**src/hw/rtl/ptt_pkg.sv**
```systemverilog
`timescale 1ns / 1ps

package ptt_pkg;

  localparam int unsigned DUR_W = 15;
  localparam int unsigned DIV_W = 8;
  localparam int unsigned SYM_W = 32;
  localparam int unsigned MODE_W = 3;
  localparam int unsigned CFG_IDX_W = 2;
  localparam int unsigned CFG_DATA_W = 8;

  // Input item commands
  localparam logic [MODE_W-1:0] MODE_WRITE   = 3'd0;
  localparam logic [MODE_W-1:0] MODE_PTR_RST = 3'd1;
  localparam logic [MODE_W-1:0] MODE_START   = 3'd2;
  localparam logic [MODE_W-1:0] MODE_TICK    = 3'd3;
  localparam logic [MODE_W-1:0] MODE_CLR_END = 3'd4;

  // Configuration register indexes
  localparam logic [CFG_IDX_W-1:0] CFG_CLOCK_DIVIDER      = 2'd0;
  localparam logic [CFG_IDX_W-1:0] CFG_IDLE_OUTPUT_ENABLE = 2'd1;
  localparam logic [CFG_IDX_W-1:0] CFG_IDLE_LEVEL         = 2'd2;

  localparam logic [DIV_W-1:0] CLOCK_DIVIDER_RST = 8'd2;

  typedef logic [SYM_W-1:0] sym_t;

  typedef struct packed {
    logic [MODE_W-1:0] mode;
    logic [DUR_W-1:0]  first_duration;
    logic              first_level;
    logic [DUR_W-1:0]  second_duration;
    logic              second_level;
  } in_item_t;

  typedef struct packed {
    logic pin_level;
    logic busy_res;
    logic end_flag;
    logic overflow;
  } out_item_t;

endpackage

```
**src/hw/rtl/ptt_symbol_mem.sv**
```systemverilog
`timescale 1ns / 1ps

module ptt_symbol_mem
  import ptt_pkg::*;
#(
  parameter int unsigned DEPTH = 48,
  parameter int unsigned ADDR_W = $clog2(DEPTH)
) (
  input  logic              clk,
  input  logic              wr_en,
  input  logic [ADDR_W-1:0] wr_addr,
  input  sym_t              wr_data,
  input  logic [ADDR_W-1:0] rd_addr,
  output sym_t              rd_data
);

  sym_t mem [DEPTH];
  sym_t rd_data_r;

  always_ff @(posedge clk) begin
    if (wr_en) begin
      mem[wr_addr] <= wr_data;
    end
  end

  // Pass a same-cycle write through so the read word never goes stale
  always_ff @(posedge clk) begin
    if (wr_en && (wr_addr == rd_addr)) begin
      rd_data_r <= wr_data;
    end else begin
      rd_data_r <= mem[rd_addr];
    end
  end

  assign rd_data = rd_data_r;

endmodule

```
**src/hw/rtl/ptt_out_buf.sv**
```systemverilog
`timescale 1ns / 1ps

module ptt_out_buf
  import ptt_pkg::*;
(
  input  logic      clk,
  input  logic      rst_n,
  input  logic      push,
  input  out_item_t push_data,
  output logic      can_push,
  output logic      out_valid,
  input  logic      out_ready,
  output out_item_t out_data
);

  logic      out_valid_r, out_valid_nxt;
  out_item_t out_data_r, out_data_nxt;
  logic      skid_valid_r, skid_valid_nxt;
  out_item_t skid_data_r, skid_data_nxt;

  always_comb begin
    out_valid_nxt  = out_valid_r;
    out_data_nxt   = out_data_r;
    skid_valid_nxt = skid_valid_r;
    skid_data_nxt  = skid_data_r;
    if (!out_valid_r || out_ready) begin
      if (skid_valid_r) begin
        out_valid_nxt  = 1'b1;
        out_data_nxt   = skid_data_r;
        skid_valid_nxt = 1'b0;
      end else begin
        out_valid_nxt = push;
        if (push) begin
          out_data_nxt = push_data;
        end
      end
    end else if (push) begin
      // park the item while the output stalls
      skid_valid_nxt = 1'b1;
      skid_data_nxt  = push_data;
    end
  end

  always_ff @(posedge clk) begin
    if (!rst_n) begin
      out_valid_r  <= 1'b0;
      skid_valid_r <= 1'b0;
    end else begin
      out_valid_r  <= out_valid_nxt;
      skid_valid_r <= skid_valid_nxt;
    end
  end

  always_ff @(posedge clk) begin
    out_data_r  <= out_data_nxt;
    skid_data_r <= skid_data_nxt;
  end

  assign can_push  = !skid_valid_r;
  assign out_valid = out_valid_r;
  assign out_data  = out_data_r;

endmodule

```
**src/hw/rtl/pulse_train_transmitter.sv**
```systemverilog
`timescale 1ns / 1ps

// One-channel pulse train transmitter. Each input item is one command: write a
// symbol, reset the write pointer, start a run, one source clock tick, or clear
// the end flag; each item yields exactly one status item (pin level, busy, end
// flag, overflow) reflecting the state after the command. The block takes one
// item per clock cycle while in_ready is high, and its status item is registered
// in the output register, or parked in a skid register while the output side
// stalls; this two-entry output buffer takes one more item while the output side
// stalls, after which in_ready drops until the output side takes an item. Symbols
// sit in a memory of MEM_SYMBOLS words with one write port and one registered read
// port; the word after the one being played is fetched ahead into a register, and
// entry 0 is mirrored in a register so that a start needs no memory read.
module pulse_train_transmitter
  import ptt_pkg::*;
#(
  parameter int unsigned MEM_SYMBOLS = 48
) (
  input  logic                  clk,
  input  logic                  rst_n,
  input  logic                  in_valid,
  output logic                  in_ready,
  input  in_item_t              in_item,
  output logic                  out_valid,
  input  logic                  out_ready,
  output out_item_t             out_item,
  input  logic                  cfg_we,
  input  logic [CFG_IDX_W-1:0]  cfg_index,
  input  logic [CFG_DATA_W-1:0] cfg_wdata
);

  localparam int unsigned ADDR_W = $clog2(MEM_SYMBOLS);
  localparam int unsigned CNT_W = $clog2(MEM_SYMBOLS + 1);

  // Configuration
  logic [DIV_W-1:0] clock_divider_r;
  logic             idle_output_enable_r;
  logic             idle_level_r;

  // Channel state
  logic [CNT_W-1:0] wi_r, wi_nxt;
  logic [CNT_W-1:0] ri_r, ri_nxt;
  logic             half_r, half_nxt;
  logic [DUR_W-1:0] tick_r, tick_nxt;
  logic [DIV_W-1:0] pre_r, pre_nxt;
  logic             run_r, run_nxt;
  logic             done_r, done_nxt;
  sym_t             cur_word_r, cur_word_nxt;
  sym_t             word0_r, word0_nxt;

  logic             accept;
  logic             push_ready;
  logic             wr_en;
  sym_t             wr_word;
  sym_t             next_word;
  logic [ADDR_W-1:0] rd_addr;
  logic [CNT_W:0]   ri_inc;
  logic [DIV_W:0]   div_full;
  logic [DIV_W:0]   pre_inc;
  logic [DUR_W-1:0] tick_dec;
  logic [DUR_W-1:0] load_d;
  logic             load_chk;
  logic             fin;
  logic             ovf;
  out_item_t        res;

  assign accept   = in_valid && push_ready;
  assign in_ready = push_ready;

  assign wr_word = {in_item.second_level, in_item.second_duration,
                    in_item.first_level, in_item.first_duration};

  assign ri_inc   = {1'b0, ri_r} + {{CNT_W{1'b0}}, 1'b1};
  assign rd_addr  = (ri_inc < (CNT_W + 1)'(MEM_SYMBOLS)) ? ri_inc[ADDR_W-1:0] : '0;
  assign div_full = (clock_divider_r == '0) ? (DIV_W + 1)'(1 << DIV_W)
                                            : {1'b0, clock_divider_r};
  assign pre_inc  = {1'b0, pre_r} + {{DIV_W{1'b0}}, 1'b1};
  assign tick_dec = tick_r - {{(DUR_W - 1){1'b0}}, 1'b1};

  ptt_symbol_mem #(
    .DEPTH  (MEM_SYMBOLS),
    .ADDR_W (ADDR_W)
  ) u_mem (
    .clk     (clk),
    .wr_en   (wr_en),
    .wr_addr (wi_r[ADDR_W-1:0]),
    .wr_data (wr_word),
    .rd_addr (rd_addr),
    .rd_data (next_word)
  );

  always_comb begin
    wi_nxt       = wi_r;
    ri_nxt       = ri_r;
    half_nxt     = half_r;
    tick_nxt     = tick_r;
    pre_nxt      = pre_r;
    run_nxt      = run_r;
    done_nxt     = done_r;
    cur_word_nxt = cur_word_r;
    word0_nxt    = word0_r;
    wr_en        = 1'b0;
    ovf          = 1'b0;
    fin          = 1'b0;
    load_chk     = 1'b0;
    load_d       = '0;
    unique case (in_item.mode)
      MODE_WRITE: begin
        if (wi_r < CNT_W'(MEM_SYMBOLS)) begin
          wr_en  = accept;
          wi_nxt = wi_r + {{(CNT_W - 1){1'b0}}, 1'b1};
          // keep the mirrored words equal to their memory entries
          if (wi_r == ri_r) begin
            cur_word_nxt = wr_word;
          end
          if (wi_r == '0) begin
            word0_nxt = wr_word;
          end
        end else begin
          ovf = 1'b1;
        end
      end
      MODE_PTR_RST: begin
        wi_nxt = '0;
      end
      MODE_START: begin
        run_nxt      = 1'b1;
        pre_nxt      = '0;
        ri_nxt       = '0;
        half_nxt     = 1'b0;
        cur_word_nxt = word0_r;
        if (wi_r == '0) begin
          fin = 1'b1;
        end else begin
          load_chk = 1'b1;
          load_d   = word0_r[DUR_W-1:0];
        end
      end
      MODE_TICK: begin
        if (run_r) begin
          if (pre_inc >= div_full) begin
            pre_nxt = '0;
            if (tick_dec != '0) begin
              tick_nxt = tick_dec;
            end else if (!half_r) begin
              half_nxt = 1'b1;
              load_chk = 1'b1;
              load_d   = cur_word_r[2*DUR_W:DUR_W+1];
            end else begin
              // advance to the prefetched symbol
              ri_nxt       = ri_inc[CNT_W-1:0];
              half_nxt     = 1'b0;
              cur_word_nxt = next_word;
              if (ri_inc >= {1'b0, wi_r}) begin
                fin = 1'b1;
              end else begin
                load_chk = 1'b1;
                load_d   = next_word[DUR_W-1:0];
              end
            end
          end else begin
            pre_nxt = pre_inc[DIV_W-1:0];
          end
        end
      end
      MODE_CLR_END: begin
        done_nxt = 1'b0;
      end
      default: begin
      end
    endcase
    if (load_chk) begin
      if (load_d == '0) begin
        fin = 1'b1;
      end else begin
        tick_nxt = load_d;
      end
    end
    if (fin) begin
      run_nxt  = 1'b0;
      done_nxt = 1'b1;
      pre_nxt  = '0;
      tick_nxt = '0;
      half_nxt = 1'b0;
    end
    res.busy_res  = run_nxt;
    res.end_flag  = done_nxt;
    res.overflow  = ovf;
    if (run_nxt) begin
      res.pin_level = half_nxt ? cur_word_nxt[SYM_W-1] : cur_word_nxt[DUR_W];
    end else begin
      res.pin_level = idle_output_enable_r & idle_level_r;
    end
  end

  always_ff @(posedge clk) begin
    if (!rst_n) begin
      wi_r   <= '0;
      ri_r   <= '0;
      half_r <= 1'b0;
      tick_r <= '0;
      pre_r  <= '0;
      run_r  <= 1'b0;
      done_r <= 1'b0;
    end else if (accept) begin
      wi_r   <= wi_nxt;
      ri_r   <= ri_nxt;
      half_r <= half_nxt;
      tick_r <= tick_nxt;
      pre_r  <= pre_nxt;
      run_r  <= run_nxt;
      done_r <= done_nxt;
    end
  end

  always_ff @(posedge clk) begin
    if (accept) begin
      cur_word_r <= cur_word_nxt;
      word0_r    <= word0_nxt;
    end
  end

  always_ff @(posedge clk) begin
    if (!rst_n) begin
      clock_divider_r      <= CLOCK_DIVIDER_RST;
      idle_output_enable_r <= 1'b0;
      idle_level_r         <= 1'b0;
    end else if (cfg_we) begin
      unique case (cfg_index)
        CFG_CLOCK_DIVIDER:      clock_divider_r      <= cfg_wdata;
        CFG_IDLE_OUTPUT_ENABLE: idle_output_enable_r <= cfg_wdata[0];
        CFG_IDLE_LEVEL:         idle_level_r         <= cfg_wdata[0];
        default: begin
        end
      endcase
    end
  end

  ptt_out_buf u_out_buf (
    .clk       (clk),
    .rst_n     (rst_n),
    .push      (accept),
    .push_data (res),
    .can_push  (push_ready),
    .out_valid (out_valid),
    .out_ready (out_ready),
    .out_data  (out_item)
  );

endmodule
```
**config.mk**
```make
export PLATFORM = sky130hd
export DESIGN_NAME = pulse_train_transmitter
export DESIGN_NICKNAME = d
export VERILOG_FILES = /design/src/hw/rtl/ptt_pkg.sv /design/src/hw/rtl/ptt_symbol_mem.sv /design/src/hw/rtl/ptt_out_buf.sv /design/src/hw/rtl/pulse_train_transmitter.sv
export SDC_FILE = /design/constraint.sdc
export NUM_CORES = 2
export LEC_CHECK = 0
export ABC_CLOCK_PERIOD_IN_PS = 3900
export BUFFER_PORTS_ARGS = -buffer_cell sky130_fd_sc_hd__buf_2
export CAP_MARGIN = 10
export CORE_ASPECT_RATIO = 0.75
export CORE_MARGIN = 2
export CORE_UTILIZATION = 49
export CTS_CLUSTER_DIAMETER = 30
export DETAILED_ROUTE_END_ITERATION = 7
export MAX_ROUTING_LAYER = met4
export PLACE_DENSITY = 0.73
export SETUP_SLACK_MARGIN = 0.05
export SLEW_MARGIN = 20
export SYNTH_ARGS = -nofsm -noshare
export SYNTH_HDL_FRONTEND = slang
export SYNTH_SLANG_ARGS = --single-unit
```
**constraint.sdc**
```tcl
create_clock -name clk -period 3.9 [get_ports clk]
set_input_delay 0.39 -clock clk [delete_from_list [all_inputs] [get_ports clk]]
set_output_delay 0.39 -clock clk [all_outputs]
set_load 0.03 [all_outputs]
```
==> results.txt <==
status - completed
I/O pins - 56
fill count - 9148
total power - 38.69 mW
Total GRT Usage - 26.38%
max-slew violations - 0
most frequent cells in the layout - edfxtp_1 (1593), mux4_2 (372), buf_4 (229), clkbuf_16 (196), mux2i_1 (156)
CP cell instances - buf_12 > buf_4 > buf_4 > mux2_2 > nor3b_1 > a311oi_1 > a32oi_1 > a31oi_1 > a21oi_1 > a2bb2oi_2 > nand3_4 > o21a_4 > mux2_2
root buf cell - clkbuf_16
DRT iter0 DRCs - 5028
minimum clock period - 3.827 ns
GRT overflow - 0
area of the die - 135200 µm²
synthesized area - 64780 µm²
area of the multi-input gates - 15570 µm²
Inserted Clock Buffers - 195
first-pass GRT wire length - 247200 µm
CP max FO - 10
clk slew on worst S/H paths - 0.06 ns
critical path class - flip-flop to flip-flop
Final Cycle Share - 98.12%
unrepaired setup endpoints after global routing - yes
Power Density - 501.2 nW/µm²
CP top delay family - compound AO/OA/AOI/OAI gates
Worst setup SP type - flip-flop
clock share of power - 48.1%
type of the most critical hold path - input pin to flip-flop
post-synthesis cell count - 3203
via count - 35130
setup violators final - 0
FF+latch area - 48980 µm²
synthesis warning total - 0
Mean Syn Cell Area - 20.23 µm²
actual slew at the worst max-slew pin - 1.076 ns
slowest cell on the critical path - dfxtp_4
number of iterations in the first detailed-routing pass - 6
clk_lat worst skew - 0.83 ns
Post-route DRC - 0
fin cells - 5529
Pint - 30.38 mW
DPL Wire Length - 95720 µm
Switch Pwr - 8.305 mW
sequential power share - 50.3%
IO buf count - 55
Worst EP arrival - 4.38 ns
core area - 131200 µm²
routed wire length per instance - 31.44 µm
clk_skew - 0.03282 ns
GP Congestion - 0.9400
worst path bufs/invs - 3
initial core utilization - 49.37%
H-tree depth - 4
Post-synth EDFFs - 1593
Detail Route Antenna Nets - 0
initial antenna violation count - 11
Net Sw Frac - 21.47%
Worst Path Required - 4.46 ns
Slew headroom - 28.26%
Comb pwr share - 1.6%
max-cap viol count - 0
die width - 423.9 µm
area growth from synthesis to layout - 19.14%
VDD IR max - 0.0004862 V
FMAX - 261.3 MHz
CP Capture Type - flip-flop
Sink Count - 1649
TritonCTS clock tree - yes
crit-path max cell delay - 0.48 ns
Final Hold Vio Count - 0
count of cell types in the netlist - 70
Post-synth ARST share - 0%
sequential area share after synthesis - 75.57%
DRT Wirelength - 173800 µm
vias in the first global route - 34400
largest net degree at the start of global routing - 58
buffers from clock root to sink, at most - 3
vias per inst - 6.353
Die H - 318.9 µm
Syn Nets - 3274
nets - 3680
dpl cells - 5132
row count - 115
most common library cell in the layout ignoring fill and taps - edfxtp_1
Leakage - 25.19 nW
Primary FF master, synth - edfxtp_1
number of synthesized register bits - 1649
layout cells sized above 1 - 32.08%
metrics by stage:
stage	cell area, µm²	util, %	setup slack [ns]	TNS (ns)	hold slack, ns
6_report	77180	58.82	0.07336	0	0.06843
2_1_floorplan	64780	-	0.2150	0	0.4455
3_3_place_gp	69710	53.12	-0.3863	-0.9933	0.4620
3_5_place_dp	69710	53.12	-0.3330	-1.825	0.4695
5_1_grt	77180	58.82	-0.02240	-0.04486	0.09419
4_1_cts	76740	58.48	0.05341	0	0.01792
worst reg2reg max path, cell delays in order, from the launching register on:
cell and delay [ns]:
dfxtp_4 0.48, buf_12 0.15, buf_4 0.20, buf_4 0.16
mux2_2 0.32, nor3b_1 0.25, a311oi_1 0.11, a32oi_1 0.35
a31oi_1 0.16, a21oi_1 0.42, a2bb2oi_2 0.28, nand3_4 0.17
o21a_4 0.27, mux2_2 0.27
registers in the layout, summed over array words and instances (netlist names), 4 cells and up, named ones only:
| signal | count |
|---|---|
| ri_r | 6 |
| word0_r | 32 |
| wi_r | 6 |
| pre_r | 8 |
| tick_r | 15 |
| clock_divider_r | 8 |
| u_out_buf.out_data | 4 |
| cur_word_r | 17 |
| u_mem.mem | 1536 |
| u_out_buf.skid_data_r | 4 |
cells in the mapped netlist (18+ instances only):
cell | n | area share, %
mux4_2 | 372 | 13
mux2_2 | 23 | 0.40
edfxtp_1 | 1593 | 74
buf_1 | 18 | 0.10
nor3_1 | 21 | 0.16
buf_2 | 52 | 0.40
nand2_1 | 97 | 0.56
a21oi_1 | 67 | 0.52
mux2i_1 | 161 | 2.5
a22oi_1 | 63 | 0.73
clkbuf_1 | 71 | 0.41
o21ai_0 | 75 | 0.58
ha_1 | 21 | 0.41
dfxtp_1 | 56 | 1.7
nand3_1 | 46 | 0.36
nor2_1 | 151 | 0.87
inv_1 | 29 | 0.17
nor2b_1 | 39 | 0.38
per-layer routing:
layer | share of wire [%] | vias up | global-route usage, %
li1 | - | 14140 | -
met1 | 39 | 18300 | 37.22
met2 | 46 | 2358 | 38.22
met3 | 12 | 323 | 6.414
met4 | 3.0 | 0 | 8.280
met5 | 0 | - | -
path summary, 6_finish.rpt:
check	cells after the start	start	slack [ns]	end
worst max-delay path	13	flip-flop	0.07	u_out_buf.out_data[2]
worst min-delay path	4	cfg_index[1]	0.07	clock_divider_r[4]
worst max register to register	13	flip-flop	0.07	u_out_buf.out_data[2]
worst min register to register	2	tick_r[13]	0.49	tick_r[13]
power by group through the flow:
stage	clock network, mW	registers [mW]	logic [mW]
after global placement	0	19.8	0.554
after detailed placement	0	19.8	0.573
after CTS	18.8	19.5	0.592
after global routing	19.5	19.5	0.657
final	18.6	19.5	0.607
after floorplan	0	19.8	0.188
logic make-up after synthesis:
kind of cell	synth area share, %
AND/OR/NAND/NOR	3.229
multiplexers	15.82
flip-flops	75.57
adder cells (fa/ha/maj)	0.4056
buffers and inverters	1.427
XOR/XNOR	0.2569
AO/OA/AOI/OAI	3.287
cell type report:
class | count | area share (%)
antenna | 2 | 0.006484
clock buffer | 209 | 6.442
clock inverter | 151 | 2.281
inverter | 31 | 0.1572
multi-input combinational | 1360 | 20.18
sequential | 1649 | 63.46
tap | 1755 | 2.845
timing repair buffer | 372 | 4.633
what timing repair did:
action                                  CTS  global route
pin swaps                                 4            15
gates cloned                              0             1
hold endpoints to repair                 12             0
endpoints found under the setup margin   24            28
gates resized for setup                  24            55
hold buffers                             15             0
buffers inserted                          6            12
Power figures use the tool's default switching activity.
